==> src/fird_pkg.sv <==
`default_nettype none

package fird_pkg;

    localparam int MAX_TAPS_DEF = 2048;

    localparam int REQ_W       = 2;
    localparam int SAMPLE_W    = 16;
    localparam int IDX_W       = 11;
    localparam int COEF_W      = 18;
    localparam int TAP_CNT_W   = 12;
    localparam int PROD_W      = SAMPLE_W + COEF_W;

    localparam int SAMPLE_LSB  = 0;
    localparam int IDX_LSB     = SAMPLE_LSB + SAMPLE_W;
    localparam int COEF_LSB    = IDX_LSB + IDX_W;
    localparam int IN_DATA_W   = 48;
    localparam int OUT_DATA_W  = 16;

    localparam int RND_SHIFT   = 16;

    typedef enum logic [REQ_W-1:0] {
        REQ_SAMPLE   = 2'd0,
        REQ_COEF_WR  = 2'd1,
        REQ_CLR_DLY  = 2'd2,
        REQ_CLR_COEF = 2'd3
    } t_req;

    typedef enum logic [2:0] {
        ST_CLEAR,
        ST_IDLE,
        ST_RUN,
        ST_DRAIN,
        ST_FINISH
    } t_state;

    typedef struct packed {
        logic clear;
        logic mul_en;
    } t_mac_ctl;

endpackage

`default_nettype wire

==> src/fird_mac.sv <==
`default_nettype none

module fird_mac
    import fird_pkg::*;
#(
    parameter int ACC_W = PROD_W + 13
) (
    input  wire logic                       i_clk,
    input  wire logic                       i_rst_n,
    input  wire t_mac_ctl                   i_ctl,
    input  wire logic signed [SAMPLE_W-1:0] i_x,
    input  wire logic signed [COEF_W-1:0]   i_coef,
    output logic                            o_busy,
    output logic signed [SAMPLE_W-1:0]      o_y
);

    localparam int Q_W = ACC_W - RND_SHIFT;

    logic signed [PROD_W-1:0] x_ext;
    logic signed [PROD_W-1:0] c_ext;
    logic signed [PROD_W-1:0] r_prod;
    logic                     r_v2;
    logic signed [ACC_W-1:0]  r_acc;
    logic signed [ACC_W-1:0]  rnd;
    logic signed [Q_W-1:0]    q;

    assign x_ext = PROD_W'(i_x);
    assign c_ext = PROD_W'(i_coef);

    always_ff @(posedge i_clk) begin
        if (!i_rst_n) begin
            r_v2 <= 1'b0;
        end else begin
            r_v2 <= i_ctl.mul_en;
        end
    end

    always_ff @(posedge i_clk) begin
        if (i_ctl.mul_en) begin
            r_prod <= x_ext * c_ext;
        end
        if (i_ctl.clear) begin
            r_acc <= '0;
        end else if (r_v2) begin
            r_acc <= r_acc + ACC_W'(r_prod);
        end
    end

    // round to nearest, ties up, then saturate
    always_comb begin
        rnd = r_acc + ACC_W'(32768);
        q   = rnd[ACC_W-1:RND_SHIFT];
        if (q > $signed(Q_W'(32767))) begin
            o_y = 16'sh7fff;
        end else if (q < $signed(-Q_W'(32768))) begin
            o_y = -16'sh8000;
        end else begin
            o_y = q[SAMPLE_W-1:0];
        end
    end

    assign o_busy = r_v2;

endmodule

`default_nettype wire

==> config.mk <==
export PLATFORM = sky130hd
export DESIGN_NAME = fird_mac
export DESIGN_NICKNAME = d
export VERILOG_FILES = /design/src/fird_pkg.sv /design/src/fird_mac.sv
export SDC_FILE = /design/constraint.sdc
export NUM_CORES = 1
export LEC_CHECK = 0
export ABC_CLOCK_PERIOD_IN_PS = 6230
export BUFFER_PORTS_ARGS = -buffer_cell sky130_fd_sc_hd__clkbuf_2
export CAP_MARGIN = 20
export CORE_MARGIN = 2
export CORE_UTILIZATION = 59
export CTS_CLUSTER_SIZE = 10
export DETAILED_ROUTE_END_ITERATION = 6
export PLACE_DENSITY = 0.79
export SYNTH_ARGS = -nofsm -noshare
export SYNTH_HDL_FRONTEND = slang
export SYNTH_SLANG_ARGS = --single-unit
==> constraint.sdc <==
create_clock -name i_clk -period 6.23 [get_ports i_clk]
set_input_delay 0.3115 -clock i_clk [delete_from_list [all_inputs] [get_ports i_clk]]
set_output_delay 0.3115 -clock i_clk [all_outputs]
set_load 0.1 [all_outputs]
# Word-level counts from Yosys, hierarchy flattened
# Index checks and enable logic that the tools add are counted.
word_totals:
  ff_bits: 82
  in_bits: 38
op_classes:
  order_cmp: 2
  mul: 1
  n_addsub: 2
  mux: 2
op_table:
  columns: ["cell", "count"]
  rows:
  - ["adder 47 x 17 -> 47 bit, second input constant", 1]
  - ["adder 47 x 34 -> 47 bit", 1]
  - ["multiplier 16 x 18 -> 34 bit", 1]
  - ["2-to-1 mux 16 bit", 2]
  - ["greater-than comparator 31 x 16 -> 1 bit, second input constant", 1]
  - ["< comparator 31 x 16 -> 1 bit, second input constant", 1]

# Logic depth before layout (Yosys ltp)
# Gate-level depths: netlist of the first run.
logic_depth:
  ltp_word: 4
  mapped_depth: 25
  ltp_nobuf: 24

# Worst setup path before layout of the first run
# OpenSTA, ideal clock, no wires.
synth_timing:
  kind: "input -> register"
  start: "in i_x[9]"
  end: "reg r_prod[32], data pin"
  setup_time_ns: 0.258
  arrival_time_ns: 6.137
  required_ns: 5.972
  slack_ns: -0.165
  path_stages: 25
  path_cell_list: "clkbuf_1 > clkbuf_1 > nand2_1 > fa_1 > inv_1 > fa_1 > inv_1 > fa_1 > inv_1 > fa_1 > fa_1 > inv_1 > fa_1 > inv_1 > ha_1 > nand3_1 > o22ai_1 > o21a_1 > a311o_1 > a31oi_1 > a21oi_1 > a311oi_1 > o21bai_1 > a21oi_1 > xnor2_1"
synth_via:
  elab_chain_len: 1
synth_rtl:
  columns: ["element", "line", "source"]
  rows:
  - ["start, declared", "fird_mac.sv:11", "input wire logic signed [SAMPLE_W-1:0] i_x,"]
  - ["multiplier 16 x 18 -> 34 bit", "fird_mac.sv:40", "r_prod <= x_ext * c_ext;"]
  - ["end signal, assigned", "fird_mac.sv:40", null]
  - ["end, declared", "fird_mac.sv:21", "logic signed [PROD_W-1:0] r_prod;"]
# No other way between the ends.
# A chain may end at the register's enable or synchronous reset.

# Final worst setup path of the first run
layout_timing:
  start: "in i_x[6]"
  end: "reg r_prod[31], data pin"
# Same word-level chain as after synthesis.

==> metrics.csv, run 1 <==
metric,value,unit
synth top area cells,"fa_1 (34%), ha_1 (9.8%), inv_1 (8.5%)",
Final nets,2461,
met2 Use GR,0.441,
clock slew at reported path FFs,60,ps
postcts setup bufs,0,
number of enable flip-flop cells after synthesis,34,
hold buffer count at cts,0,
Post-CTS Resized,0,
drc violations,0,
fillcell total,2318,
"commonest non-fill, non-tap cell in the layout",inv_1,
area grow syn2layout,9.10,%
maximum clock insertion buffer count,2,
initial detailed-routing violation count,747,
ys async rst share,0,
Initial Utilization,0.596,
FF-to-FF Start,r_acc[0]$_SDFFE_PP0P_,
Worst Clk Skew,10.2,ps
Synth Warn #,0,
Critical Path AT,6100,ps
R2R cell count,13,
hold endpoint,o_busy$_SDFF_PN0_,
DIE AREA,30100,µm²
Antenna Nets Post-Route,0,
Critical path origin,i_x[6],
ratio of cells with drive above 1 in the final layout,0.0968,
max-slew violations,0,
cell total after placement,2372,
Synth Area in Compound Gates,0.106,
"final std cell area, no fill",18500,µm²
grt peak-use layer,met2,
Die Ht,174,µm
fin cells,2388,
clock root cell,clkbuf_16,
most frequent cells in the layout,"inv_1 (383), fa_1 (291), nand2_1 (191)",
"FF+latch count, synth",82,
post-synthesis instance area,17000,µm²
worst flop-to-flop path endpoint,r_acc[46]$_SDFFE_PP0P_,
vias in the first global route,13500,
pin count of the biggest net entering global routing,59,
adder-cell share of the synthesized area,0.442,
mux cell area share after synthesis,0.0189,
startpoint type of the worst setup path,input port,
Register Area,1980,µm²
Final setup viols,0,
Die W,174,µm
post-synthesis sequential area ratio,0.117,
reg2reg setup slack,2720,ps
Multi-input gate area,13300,µm²
max cap viols,0,
CP max-delay cell,fa_1,
Avg Vias per Cell,5.48,
fraction of the mapped netlist area in simple logic gates,0.165,
Routed WL per cell,15.5,µm
Yosys top cell by area,fa_1,
total inserted antenna cells,0,
Final Hold Fails,0,
Buffers on Ports,54,
endpoint class of the critical path,register,
top cell type's share of synthesized area,0.343,
Post-Route WL,36900,µm
Slew HR,0.352,
TritonCTS Buffers,9,
GP Congestion,0.951,
Synth Flop Type,dfxtp_1,
Worst Hold Launch,i_rst_n,
Cells after Synth,1916,
HP Class,in -> reg,
dpl hpwl,31500,µm
CTS tree,done,
Most Frequent Cell on Critical Path,fa_1,
hold path cells,2,
dpl cell area,18200,µm²
io pins,55,
final core occ,0.650,
core box area,28500,µm²
Critical Path RT,6330,ps
period utilisation layout,0.964,
crit path max fanout,11,
via count,13100,
htree depth,3,
Syn Area/Cell,8.85,µm²
"Critical Path, Cell by Cell","clkbuf_2, and2_1, fa_1, inv_1, fa_1, fa_1, inv_1, fa_1, fa_1, inv_1, fa_1, inv_1, ha_1, buf_4, nand4_1, nor2_1, a32oi_2, o32ai_1, a21o_1, a41o_1, nor4_4, or2_2, xnor2_1",
Synth cell types,75,
GRT met1 Usage,0.351,
initial antenna violation count,0,
Max Freq,167,MHz
Fin Setup TNS,0,ps
first-pass iteration count of the detailed router,5,
fin crit period,6000,ps
Sink Count,82,
worst skew pair latency,350,ps
post-synthesis xor/xnor area fraction,0.0491,
Worst Tran Pin Value,962,ps
GR Layer Usage met3,0.0246,
Syn Nets,2378,
GR Overflow Total,0,
Crit Path Class,in -> reg,
status,"complete, no violations",
# rows,62,
first-pass GRT wire length,63700,µm
worst stage delay on the critical path,550,ps
main combinational cell family by area after synthesis,adder cells,
Total GRT Usage,0.256,
==> worst max-delay path by stage <==
| stage | to | slack [ps] | depth (start not counted) |
|---|---|---|---|
| after floorplan | r_prod[32]$_DFFE_PP_ | -30 | 25 |
| after global placement | r_prod[33]$_DFFE_PP_ | -60 | 23 |
| after detailed placement | r_prod[32]$_DFFE_PP_ | -200 | 23 |
| after CTS | r_prod[32]$_DFFE_PP_ | 160 | 23 |
| after global routing | r_prod[32]$_DFFE_PP_ | -7 | 23 |
| final | r_prod[31]$_DFFE_PP_ | 230 | 23 |
==> logic make-up (layout without fill, tap and decap cells) <==
family	after synthesis	in the layout
AND/OR/NAND/NOR	554	554
XOR/XNOR	95	95
adder cells (fa/ha/maj)	424	424
multiplexers	32	32
buffers and inverters	463	551
AO/OA/AOI/OAI	266	266
flip-flops	82	82
==> per-layer routing <==
layer / vias up / routed length, µm
li1: 6212 / -
met1: 6447 / 16800
met2: 378 / 17700
met3: 52 / 1850
met4: 0 / 595
met5: - / 0
==> critical path: cells and delay by family <==
kind / cells / cell delay (ps)
xor+xnor: 1 / 130
simple gates: 5 / 840
buf+inv: 6 / 540
fa+ha+maj: 7 / 3420
compound gates: 4 / 840
==> flip-flops by register name (all words and copies together) (netlist names) <==
name    flops
r_prod     34
o_busy      1
r_acc      47
==> metrics by stage <==
stage | hold WS, ps | setup WS, ps
final | 183 | 227
after global routing | 177 | -6.86
after floorplan | 424 | -25.5
after CTS | 176 | 156
after global placement | 465 | -58.5
after detailed placement | 472 | -204
==> layout make-up <==
class                      count  share of cell area
multi-input combinational   1371               0.717
tap                          384              0.0260
clock buffer                  10              0.0124
clock inverter                 6             0.00365
timing repair buffer         152              0.0557
sequential                    82               0.107
inverter                     383              0.0777
==> cell usage after synthesis (all sizes together) (11+ instances only) <==
cell / number
inv: 383
fa: 291
nand2: 191
and2: 145
ha: 133
nor2: 83
a21oi: 76
clkbuf: 71
xnor2: 58
o21ai: 55
dfxtp: 48
a21o: 39
xor2: 37
edfxtp: 34
mux2i: 32
nand3: 28
nand4: 20
a31oi: 18
nand2b: 18
nor3: 16
o21bai: 11
Power of run 1 is left out: the tool's default activity adds up to more than one toggle a clock period on the data nets, which glitch-free logic cannot reach.
==> run 2: changes to the inputs <==
ABC_CLOCK_PERIOD_IN_PS = 7560   (was 6230)
BUFFER_PORTS_ARGS = unset   (was -buffer_cell sky130_fd_sc_hd__clkbuf_2)
DONT_BUFFER_PORTS = 1   (was unset)
MAX_ROUTING_LAYER = met4   (was unset)
PLACE_DENSITY = 0.75   (was 0.79)
clock period = 7.56 ns   (was 6.23 ns; I/O delays follow)
==> metrics.csv, run 2 (synthesis gave the netlist of run 1 again) <==
metric,value,unit,change
status,finished with violations,,
violated checks,DRC,,
Fin Setup TNS,0,ps,unchanged
htree depth,3,,unchanged
# rows,62,,unchanged
Critical Path RT,7660,ps,+1330 ps
Crit Path Class,in -> reg,,
Slew HR,0.267,,-0.0845
Total GRT Usage,0.264,,+0.00821
Die W,174,µm,unchanged
initial antenna violation count,0,,unchanged
clock root cell,clkbuf_16,,
DIE AREA,30100,µm²,unchanged
GR Overflow Total,0,,unchanged
Buffers on Ports,0,,-100%
endpoint class of the critical path,register,,
max-slew violations,0,,unchanged
HP Class,in -> reg,,
Final nets,2313,,-6.0%
initial detailed-routing violation count,831,,+11%
Worst Clk Skew,5.74,ps,-4.44 ps
Sink Count,82,,unchanged
startpoint type of the worst setup path,input port,,
maximum clock insertion buffer count,2,,unchanged
WL met3,2390,µm,+29%
period utilisation layout,0.818,,
first-pass iteration count of the detailed router,7,,+2
Biggest register,r_acc,,
max cap viols,0,,unchanged
postcts setup bufs,0,,unchanged
Final Hold Fails,0,,unchanged
hold buffer count at cts,0,,unchanged
Critical Path AT,6280,ps,+180 ps
fin crit period,6180,ps,
Post-CTS Resized,0,,unchanged
drc violations,1,,+1
Post-Route WL,36400,µm,-1.5%
fillcell total,2432,,+4.9%
CTS tree,done,,
met1 wire length,16700,µm,-0.45%
dpl hpwl,30100,µm,-4.6%
Routed WL per cell,16.2,µm,+5.0%
pin count of the biggest net entering global routing,57,,-3.4%
clock slew at reported path FFs,60,ps,about the same
Initial Utilization,0.596,,unchanged
total inserted antenna cells,0,,unchanged
Most Frequent Cell on Critical Path,fa_1,,
TritonCTS Buffers,9,,unchanged
Avg Vias per Cell,5.54,,+1.0%
RSZ-0062 raised after global routing,no,,
highest routed layer,met4,,
WL met2,16700,µm,-5.7%
core box area,28500,µm²,unchanged
Die Ht,174,µm,unchanged
most frequent cells in the layout,"inv_1 (383), fa_1 (291), nand2_1 (191)",,
Worst Tran Pin Value,1100,ps,+137 ps
Antenna Nets Post-Route,0,,unchanged
CP max-delay cell,fa_1,,
crit path max fanout,16,,+5
Final setup viols,0,,unchanged
fin cells,2240,,-6.2%
max FFs per register,47,,unchanged
"commonest non-fill, non-tap cell in the layout",inv_1,,
first-pass GRT wire length,63500,µm,-0.35%
GP Congestion,0.902,,-5.1%
ratio of cells with drive above 1 in the final layout,0.0286,,-0.0683
io pins,55,,unchanged
cell total after placement,2222,,-6.3%
Max Freq,162,MHz,
vias in the first global route,13100,,-3.5%
worst stage delay on the critical path,560,ps,about the same
worst skew pair latency,350,ps,about the same
area grow syn2layout,3.28,%,
via count,12400,,-5.2%
"Critical Path, Cell by Cell","and2_1, fa_1, inv_1, fa_1, fa_1, fa_1, inv_1, fa_1, inv_1, fa_1, inv_1, ha_1, a21oi_1, o22ai_1, o21a_1, a311o_1, a31oi_1, a21oi_1, a311oi_1, o21bai_1, a21oi_1, xnor2_1",,
## run 2: changes by cell type in the layout (fill, tap and decap cells not counted), sizes merged
cell and change:
clkinvlp -1, inv +3, clkbuf -55, bufinv -1, buf -94
## run 2: final cells by class
cell class                      count  area [µm²]  share of cell area
Clock buffer                        9         225              0.0129
Clock inverter                      7        52.6             0.00300
Inverter                          383        1440              0.0821
Multi-Input combinational cell   1371       13300               0.759
Sequential cell                    82        1990               0.113
Tap cell                          384         480              0.0274
Timing Repair Buffer                4        41.3             0.00236
## run 2: metal layers
metal  up-vias  track usage
li1       5912            -
met1      6050        0.368
met2       396        0.415
met3        47       0.0355
met4         0       0.0629
met5         -            -
## run 2: worst paths after layout
kind	from	to	slack, ps	cells after the start
worst max-delay path	i_coef[5]	r_prod[32]$_DFFE_PP_	1380	22
worst min-delay path	i_ctl[1]	r_acc[29]$_SDFFE_PP0P_	100	1
worst max register to register	r_acc[0]$_SDFFE_PP0P_	r_acc[46]$_SDFFE_PP0P_	4110	13
worst min register to register	r_acc[13]$_SDFFE_PP0P_	r_acc[13]$_SDFFE_PP0P_	470	2
## run 2: critical path: cells and delay by family
kind | cells | cell delay (ps)
adder cells (fa/ha/maj) | 7 | 3460
AO/OA/AOI/OAI | 9 | 1980
buffers and inverters | 4 | 200
AND/OR/NAND/NOR | 1 | 160
XOR/XNOR | 1 | 90
## run 2: per-stage QoR
stage          utilization  hold slack, ps  setup WS [ps]  cell area, µm²
2_1_floorplan            -             450           1100           17000
3_3_place_gp         0.605             455           1250           17200
3_5_place_dp         0.605             462           1070           17200
4_1_cts              0.614            92.3           1440           17500
5_1_grt              0.615            87.8           1030           17500
6_report             0.615             104           1380           17500
Power of run 2 is left out for the same reason.
